--- config.mk ---
export PLATFORM = sky130hd
export DESIGN_NAME = event_ring_log_with_histogram_core
export DESIGN_NICKNAME = d
export VERILOG_FILES = /design/src/rtl/core/erlh_pkg.sv /design/src/rtl/core/erlh_ram.sv /design/src/rtl/core/erlh_useq.sv /design/src/rtl/core/event_ring_log_with_histogram_core.sv
export SDC_FILE = /design/constraint.sdc
export NUM_CORES = 2
export LEC_CHECK = 0
export ABC_AREA = 1
export BUFFER_PORTS_ARGS = -buffer_cell sky130_fd_sc_hd__buf_4
export CORE_ASPECT_RATIO = 0.6
export CORE_MARGIN = 2
export CORE_UTILIZATION = 57
export CTS_CLUSTER_SIZE = 10
export DETAILED_ROUTE_END_ITERATION = 10
export PLACE_DENSITY_LB_ADDON = 0.1
export SYNTH_ARGS = -nofsm -noshare
export SYNTH_HDL_FRONTEND = slang
export SYNTH_SLANG_ARGS = --single-unit
--- constraint.sdc ---
create_clock -name clk -period 10.4 [get_ports clk]
set_input_delay 3.12 -clock clk [delete_from_list [all_inputs] [get_ports clk]]
set_output_delay 3.12 -clock clk [all_outputs]
set_load 0.01 [all_outputs]
--- src/rtl/core/erlh_pkg.sv ---
// Types, codes and the sequencer microprogram shared by the event log core.
`timescale 1ns / 1ps

package erlh_pkg;

  localparam int NUM_CLASSES = 5;
  localparam int FILL_W      = 7;
  localparam int CNT_W       = 32;

  // Item kinds
  typedef logic [1:0] kind_t;
  localparam kind_t KIND_REC   = 2'd0;
  localparam kind_t KIND_READ  = 2'd1;
  localparam kind_t KIND_CLEAR = 2'd2;

  // Input word
  typedef struct packed {
    logic [1:0]  kind;
    logic [15:0] item_index;
    logic [2:0]  item_class;
    logic [31:0] time_ticks;
    logic [6:0]  read_limit;
  } in_word_t;

  // Result word
  typedef struct packed {
    logic [15:0] entry_index;
    logic [2:0]  entry_class;
    logic [31:0] entry_time;
    logic        has_entry;
    logic        last;
    logic [6:0]  fill_count;
    logic [31:0] class0_total;
    logic [31:0] class1_total;
    logic [31:0] class2_total;
    logic [31:0] class3_total;
    logic [31:0] class4_total;
  } out_word_t;

  // One stored log entry
  typedef struct packed {
    logic [15:0] idx;
    logic [2:0]  cls;
    logic [31:0] t;
  } entry_t;

  // Microprogram step addresses
  typedef logic [2:0] upc_t;
  localparam upc_t U_IDLE   = 3'd0;
  localparam upc_t U_REC    = 3'd1;
  localparam upc_t U_CLR    = 3'd2;
  localparam upc_t U_RDSET  = 3'd3;
  localparam upc_t U_STAT   = 3'd4;
  localparam upc_t U_RDADDR = 3'd5;
  localparam upc_t U_RDDATA = 3'd6;

  // Datapath operations
  typedef enum logic [2:0] {
    OP_NONE,
    OP_REC,
    OP_CLR,
    OP_RDSET,
    OP_RDISS,
    OP_LDENT,
    OP_LDSTAT
  } op_t;

  // Jump conditions
  typedef enum logic [2:0] {
    C_ALWAYS,
    C_DISPATCH,
    C_NZ,
    C_OUTFREE,
    C_OUTMORE
  } cond_t;

  typedef struct packed {
    logic  ready;
    op_t   op;
    cond_t cond;
    upc_t  target;
  } ctl_word_t;

  // Status the sequencer branches on
  typedef struct packed {
    logic  accept;
    kind_t kind;
    logic  n_nz;
    logic  out_free;
    logic  more;
  } seq_stat_t;

  // Microprogram ROM
  function automatic ctl_word_t ucode_rom(input upc_t a);
    ctl_word_t w;
    unique case (a)
      U_IDLE:   w = '{ready: 1'b1, op: OP_NONE,   cond: C_DISPATCH, target: U_IDLE};
      U_REC:    w = '{ready: 1'b0, op: OP_REC,    cond: C_ALWAYS,   target: U_STAT};
      U_CLR:    w = '{ready: 1'b0, op: OP_CLR,    cond: C_ALWAYS,   target: U_STAT};
      U_RDSET:  w = '{ready: 1'b0, op: OP_RDSET,  cond: C_NZ,       target: U_RDADDR};
      U_STAT:   w = '{ready: 1'b0, op: OP_LDSTAT, cond: C_OUTFREE,  target: U_IDLE};
      U_RDADDR: w = '{ready: 1'b0, op: OP_RDISS,  cond: C_ALWAYS,   target: U_RDDATA};
      U_RDDATA: w = '{ready: 1'b0, op: OP_LDENT,  cond: C_OUTMORE,  target: U_RDADDR};
      default:  w = '{ready: 1'b0, op: OP_NONE,   cond: C_ALWAYS,   target: U_IDLE};
    endcase
    return w;
  endfunction

endpackage

--- src/rtl/core/erlh_ram.sv ---
// Generic single-write, single-read RAM with registered read data.
`timescale 1ns / 1ps

module erlh_ram #(
  parameter int WIDTH = 51,
  parameter int DEPTH = 64,
  parameter int AW    = 6
) (
  input  logic             clk,
  input  logic             we,
  input  logic [AW-1:0]    waddr,
  input  logic [WIDTH-1:0] wdata,
  input  logic             re,
  input  logic [AW-1:0]    raddr,
  output logic [WIDTH-1:0] rdata
);

  logic [WIDTH-1:0] mem_r [DEPTH];
  logic [WIDTH-1:0] rdata_r;

  // Write port
  always_ff @(posedge clk) begin
    if (we) begin
      mem_r[waddr] <= wdata;
    end
  end

  // Read port, data held until the next enabled read
  always_ff @(posedge clk) begin
    if (re) begin
      rdata_r <= mem_r[raddr];
    end
  end

  assign rdata = rdata_r;

endmodule

--- src/rtl/core/erlh_useq.sv ---
// Microcode sequencer: step counter, control ROM and jump logic.
`timescale 1ns / 1ps

module erlh_useq
  import erlh_pkg::*;
(
  input  logic      clk,
  input  logic      rst_n,
  input  seq_stat_t stat,
  output ctl_word_t ctl
);

  upc_t upc_r;
  upc_t upc_nxt;

  assign ctl = ucode_rom(upc_r);

  // Next step
  always_comb begin
    upc_nxt = upc_r;
    unique case (ctl.cond)
      C_ALWAYS: begin
        upc_nxt = ctl.target;
      end
      C_DISPATCH: begin
        if (stat.accept) begin
          if (stat.kind == KIND_REC) begin
            upc_nxt = U_REC;
          end else if (stat.kind == KIND_READ) begin
            upc_nxt = U_RDSET;
          end else if (stat.kind == KIND_CLEAR) begin
            upc_nxt = U_CLR;
          end else begin
            upc_nxt = U_STAT;
          end
        end
      end
      C_NZ: begin
        upc_nxt = stat.n_nz ? ctl.target : upc_t'(upc_r + 3'd1);
      end
      C_OUTFREE: begin
        if (stat.out_free) begin
          upc_nxt = ctl.target;
        end
      end
      C_OUTMORE: begin
        if (stat.out_free) begin
          upc_nxt = stat.more ? ctl.target : U_IDLE;
        end
      end
      default: begin
        upc_nxt = U_IDLE;
      end
    endcase
  end

  always_ff @(posedge clk) begin
    if (!rst_n) begin
      upc_r <= U_IDLE;
    end else begin
      upc_r <= upc_nxt;
    end
  end

endmodule

--- src/rtl/core/event_ring_log_with_histogram_core.sv ---
// Top level of the circular event log with five-class histogram.
`timescale 1ns / 1ps

// Circular event log of LOG_DEPTH entries with saturating per-class counters.
// Control is a seven-step microprogram that advances one step per cycle, but
// a step that loads a result holds while the output register is still full.
// A record or clear word runs its update step and then a status step, and an
// unused-kind word only the status step; each yields one status result. A read
// word returns n entries newest first after a setup step, or one status result
// when n is zero. Each entry costs an address step and a data step, since the
// log memory has one registered read port. A finished result sits in an
// output register, so the next word is accepted while it waits.

module event_ring_log_with_histogram_core
  import erlh_pkg::*;
#(
  parameter int LOG_DEPTH = 64
) (
  input  logic      clk,
  input  logic      rst_n,
  input  logic      in_valid,
  output logic      in_ready,
  input  in_word_t  in_data,
  output logic      out_valid,
  input  logic      out_ready,
  output out_word_t out_data
);

  localparam int PTR_W = $clog2(LOG_DEPTH);
  localparam int ENT_W = $bits(entry_t);

  ctl_word_t ctl;
  seq_stat_t stat;

  in_word_t            in_r;
  logic [PTR_W-1:0]    wp_r;
  logic [PTR_W-1:0]    rd_ptr_r;
  logic [FILL_W-1:0]   fill_r;
  logic [FILL_W-1:0]   cnt_r;
  logic [CNT_W-1:0]    cls_cnt_r [NUM_CLASSES];
  logic                out_valid_r;
  out_word_t           out_data_r;

  logic                accept;
  logic                out_free;
  logic [2:0]          rec_cls;
  logic [FILL_W-1:0]   n_w;
  logic [PTR_W-1:0]    wp_prev;
  logic [PTR_W-1:0]    rd_prev;
  logic                ram_we;
  logic                ram_re;
  entry_t              wr_ent;
  logic [ENT_W-1:0]    rd_raw;
  entry_t              rd_ent;
  logic                do_ldent;
  logic                do_ldstat;

  assign accept   = in_valid & in_ready;
  assign in_ready = ctl.ready;
  assign out_free = ~out_valid_r | out_ready;

  // Class folding and read count
  assign rec_cls = (in_r.item_class > 3'(NUM_CLASSES - 1)) ? 3'd0 : in_r.item_class;
  assign n_w     = (fill_r < in_r.read_limit) ? fill_r : in_r.read_limit;

  // Pointer steps back with wrap
  assign wp_prev = (wp_r == '0) ? PTR_W'(LOG_DEPTH - 1) : PTR_W'(wp_r - 1'b1);
  assign rd_prev = (rd_ptr_r == '0) ? PTR_W'(LOG_DEPTH - 1) : PTR_W'(rd_ptr_r - 1'b1);

  assign stat = '{accept: accept, kind: in_data.kind, n_nz: (n_w != '0),
                  out_free: out_free, more: (cnt_r > 7'd1)};

  erlh_useq u_useq (
    .clk   (clk),
    .rst_n (rst_n),
    .stat  (stat),
    .ctl   (ctl)
  );

  // Log memory
  assign ram_we = (ctl.op == OP_REC);
  assign ram_re = (ctl.op == OP_RDISS);
  assign wr_ent = '{idx: in_r.item_index, cls: rec_cls, t: in_r.time_ticks};
  assign rd_ent = entry_t'(rd_raw);

  erlh_ram #(
    .WIDTH (ENT_W),
    .DEPTH (LOG_DEPTH),
    .AW    (PTR_W)
  ) u_ram (
    .clk   (clk),
    .we    (ram_we),
    .waddr (wp_r),
    .wdata (wr_ent),
    .re    (ram_re),
    .raddr (rd_ptr_r),
    .rdata (rd_raw)
  );

  assign do_ldent  = (ctl.op == OP_LDENT) & out_free;
  assign do_ldstat = (ctl.op == OP_LDSTAT) & out_free;

  // Input capture
  always_ff @(posedge clk) begin
    if (accept) begin
      in_r <= in_data;
    end
  end

  // Log pointers, fill count and histogram
  always_ff @(posedge clk) begin
    if (!rst_n) begin
      wp_r   <= '0;
      fill_r <= '0;
      for (int c = 0; c < NUM_CLASSES; c++) begin
        cls_cnt_r[c] <= '0;
      end
    end else begin
      if (ctl.op == OP_REC) begin
        wp_r <= (wp_r == PTR_W'(LOG_DEPTH - 1)) ? '0 : PTR_W'(wp_r + 1'b1);
        if (fill_r < FILL_W'(LOG_DEPTH)) begin
          fill_r <= FILL_W'(fill_r + 1'b1);
        end
        for (int c = 0; c < NUM_CLASSES; c++) begin
          if ((rec_cls == 3'(c)) && (cls_cnt_r[c] != '1)) begin
            cls_cnt_r[c] <= CNT_W'(cls_cnt_r[c] + 1'b1);
          end
        end
      end else if (ctl.op == OP_CLR) begin
        wp_r   <= '0;
        fill_r <= '0;
        for (int c = 0; c < NUM_CLASSES; c++) begin
          cls_cnt_r[c] <= '0;
        end
      end
    end
  end

  // Read walk: newest first, count of words left
  always_ff @(posedge clk) begin
    if (!rst_n) begin
      cnt_r    <= '0;
      rd_ptr_r <= '0;
    end else begin
      if (ctl.op == OP_RDSET) begin
        cnt_r    <= n_w;
        rd_ptr_r <= wp_prev;
      end else if (ctl.op == OP_RDISS) begin
        rd_ptr_r <= rd_prev;
      end else if (do_ldent) begin
        cnt_r <= FILL_W'(cnt_r - 1'b1);
      end
    end
  end

  // Output register
  always_ff @(posedge clk) begin
    if (!rst_n) begin
      out_valid_r <= 1'b0;
    end else if (do_ldent || do_ldstat) begin
      out_valid_r <= 1'b1;
    end else if (out_ready) begin
      out_valid_r <= 1'b0;
    end
  end

  always_ff @(posedge clk) begin
    if (do_ldent || do_ldstat) begin
      out_data_r.entry_index  <= do_ldent ? rd_ent.idx : 16'd0;
      out_data_r.entry_class  <= do_ldent ? rd_ent.cls : 3'd0;
      out_data_r.entry_time   <= do_ldent ? rd_ent.t : 32'd0;
      out_data_r.has_entry    <= do_ldent;
      out_data_r.last         <= do_ldstat | (cnt_r == 7'd1);
      out_data_r.fill_count   <= fill_r;
      out_data_r.class0_total <= cls_cnt_r[0];
      out_data_r.class1_total <= cls_cnt_r[1];
      out_data_r.class2_total <= cls_cnt_r[2];
      out_data_r.class3_total <= cls_cnt_r[3];
      out_data_r.class4_total <= cls_cnt_r[4];
    end
  end

  assign out_valid = out_valid_r;
  assign out_data  = out_data_r;

  // Checks
  a_fill_bound: assert property (@(posedge clk) disable iff (!rst_n)
    fill_r <= FILL_W'(LOG_DEPTH))
    else $error("fill count above log depth");

  a_wp_bound: assert property (@(posedge clk) disable iff (!rst_n)
    wp_r <= PTR_W'(LOG_DEPTH - 1))
    else $error("write pointer out of range");

  a_entry_needs_fill: assert property (@(posedge clk) disable iff (!rst_n)
    (out_valid_r && out_data_r.has_entry) |-> (out_data_r.fill_count != '0))
    else $error("entry returned from an empty log");

  a_rec_fill: assert property (@(posedge clk) disable iff (!rst_n)
    (accept && (in_data.kind == KIND_REC) && (fill_r < FILL_W'(LOG_DEPTH)))
      |=> ##1 (fill_r == FILL_W'($past(fill_r, 2) + 1'b1)))
    else $error("record did not raise fill count");

endmodule

==> impl_metrics.env <==
export IMPL_io_pin_count=286
export IMPL_status="complete, no violations"
export IMPL_syn_nets=10924
export IMPL_overflow=0
export IMPL_fp_row_count=144
export IMPL_total_power_uw=42100
export IMPL_synth_compound_area_frac=0.118
export IMPL_drt_first_pass_iters=7
export IMPL_max_freq_mhz=178
export IMPL_tightest_slew_ns=1.30
export IMPL_final_nets=11134
export IMPL_cts_made_buffers=421
export IMPL_critical_path_class="reg -> reg"
export IMPL_grt_util_all_layers=0.339
export IMPL_slew_violations=0
export IMPL_cts_tree="built"
export IMPL_leakagePower_uw=0.0536
export IMPL_ys_seq_area_frac=0.765
export IMPL_slowest_stage="nor2_4"
export IMPL_hold_buffers=0
export IMPL_first_global_vias=89906
export IMPL_synth_area_leaders="edfxtp_1, o21ai_0, nor2_1, o22ai_1, o221ai_1"
export IMPL_wire_per_inst_um=31.4
export IMPL_synth_top_family_by_area="compound AO/OA/AOI/OAI gates"
export IMPL_synth_top_area_share=0.761
export IMPL_yosys_area_share_adder=0.00237
export IMPL_muxShareOfSynthArea=0
export IMPL_setup_viol=0
export IMPL_routed_wl_um=456000
export IMPL_via_count=97981
export IMPL_synthCells=10832
export IMPL_period_share=0.541
export IMPL_cts_max_level=5
export IMPL_slowest_delay_ns=1.09
export IMPL_clock_sinks=3783
export IMPL_start_util=0.575
export IMPL_seq_area_sq_um=113000
export IMPL_ys_ff_latch=3783
export IMPL_cp_max_fo=21
export IMPL_multiInputGateArea_sq_um=31500
export IMPL_grt_max_degree=220
export IMPL_die_area_sq_um=264000
export IMPL_synthFlopType="edfxtp_1"
export IMPL_syn_mean_instance_area_sq_um=13.7
export IMPL_cts_resized=0
export IMPL_syn_area_sq_um=148000
export IMPL_startpoint_type="flip-flop"
export IMPL_irDropWorstVdd_mv=0.308
export IMPL_path_cells="inv_1 > ha_1 > a21oi_2 > nand2_1 > clkinv_1 > o21ai_2 > nor2_4 > nand4_1 > nor2_4 > buf_4 > buf_4"
export IMPL_yosys_area_top_type="edfxtp_1"
export IMPL_worstHoldPathType="reg -> reg"
export IMPL_drtIter0Drc=17845
export IMPL_cp_end_kind="flip-flop"
export IMPL_maxSlewHeadroom=0.129
export IMPL_synth_commonest_cells="edfxtp_1, nor2_1, o21ai_0"
export IMPL_die_h_um=399
export IMPL_worstPathRequired_ns=10.93
export IMPL_grt_pass1_wl_um=644000
export IMPL_remaining_drc_errors=0
export IMPL_yosys_warnings=0
export IMPL_core_area_sq_um=257000
export IMPL_io_buffers=285
export IMPL_critical_path_arrival_ns=6.15
export IMPL_fp_dieW_um=662
export IMPL_maxCapViolCount=0
export IMPL_drive_gt1_frac=0.0966
export IMPL_finalSetupTns_ns=0
export IMPL_insertion_delay_ns=0.91
export IMPL_yosysMostFrequentCell="edfxtp_1"
export IMPL_hpwl_um=231000
export IMPL_clkTransAtPathRegs_ns=0.06
export IMPL_clock_path_buffers=4
export IMPL_fin_skew_ns=0.0436
export IMPL_gp_congestion=0.871
export IMPL_powerDensity_nw_per_um2=255
export IMPL_root_buffer="clkbuf_16"
export IMPL_min_period_ns=5.62
export IMPL_synth_edf_count=3753
export IMPL_syn_to_final_growth_pct=11.6
export IMPL_ys_types=46
export IMPL_async_flop_share=0
export IMPL_synth_simple_area_share=0.0793
export IMPL_vias_per_cell=6.74
export IMPL_fill_cells=18457
export IMPL_postCtsSetupBuffers=0
export IMPL_ant_nets=0
export IMPL_synth_xor_area_frac=0.00905
export IMPL_antenna_found_initial=11
export IMPL_rsz0062_at_grt="false"
export IMPL_hold_violations=0
-- cells in the final DEF (no fill, tap or decap), types with 51 or more instances in the layout --
cell type	count
nor2_4	68
a31oi_1	64
nand2_1	543
edfxtp_1	3753
nand3_1	330
o22ai_1	499
xnor2_1	56
a21boi_0	51
inv_1	200
buf_4	513
xor2_1	97
o221ai_1	320
nor3_1	61
o211ai_1	94
clkbuf_16	431
nor2_1	1787
clkbuf_1	54
nand4_1	91
a21oi_1	248
o21ai_0	1656
-- final cells by class --
cell class | instances | area share
multi-input combinational | 6093 | 0.191
tap | 3431 | 0.0260
antenna | 2 | 0.0000303
sequential | 3783 | 0.686
inverter | 218 | 0.00518
timing repair buffer | 525 | 0.0248
clock inverter | 9 | 0.000636
clock buffer | 485 | 0.0665
-- state kept, by name, summed over array words and instances (netlist names) --
register      flops
u_ram.mem_r    3264
out_data        220
cls_cnt_r       160
in_r             58
u_ram.rdata      51
cnt_r             7
fill_r            7
rd_ptr_r          6
wp_r              6
u_useq.upc_r      3
out_valid         1
-- routing by layer --
metal	up-vias	wire, um	track usage
met5	-	29	0
met4	4	15400	0.109
met3	932	65100	0.0845
met2	7284	194000	0.482
met1	48722	182000	0.517
li1	41039	-	-
-- power by group --
part / internal (uW) / leakage [uW] / switching, uW
clock: 7300 / 0.00542 / 5520
sequential: 18700 / 0.0343 / 591
combinational: 2400 / 0.0139 / 7550
total: 28400 / 0.0536 / 13700
-- logic make-up after synthesis --
group           Yosys count
buf+inv                 956
simple gates           2908
xor+xnor                153
flops                  3783
fa+ha+maj                28
compound gates         3004
-- metrics by stage --
step,worst slack [ns],instances,instance area [sq um],hold WS [ns],util
floorplan,1.13,10832,148000,0.426,-
CTS,4.98,14544,165000,0.467,0.641
global placement,4.72,14050,154000,0.442,0.598
finish,4.78,14546,165000,0.461,0.642
detailed placement,4.63,14050,154000,0.443,0.598
global route,4.75,14544,165000,0.474,0.641
-- worst max-delay path, delay by kind of cell, from the launching register on --
kind,cells,cell delay (ns)
compound gates,2,0.32
fa+ha+maj,1,0.26
buf+inv,4,1.49
flops,1,0.42
simple gates,4,2.68
-- worst paths after layout --
path | startpoint | to | slack (ns) | depth (start not counted)
setup reg to reg | u_useq.upc_r[0] | u_ram.mem_r[62][50] | 4.78 | 11
hold reg to reg | cls_cnt_r[0][144] | out_data[16] | 0.46 | 0
setup / recovery | u_useq.upc_r[0] | u_ram.mem_r[62][50] | 4.78 | 11
hold / removal | cls_cnt_r[0][144] | out_data[16] | 0.46 | 0
No activity file was read; power rests on OpenSTA's default activity.
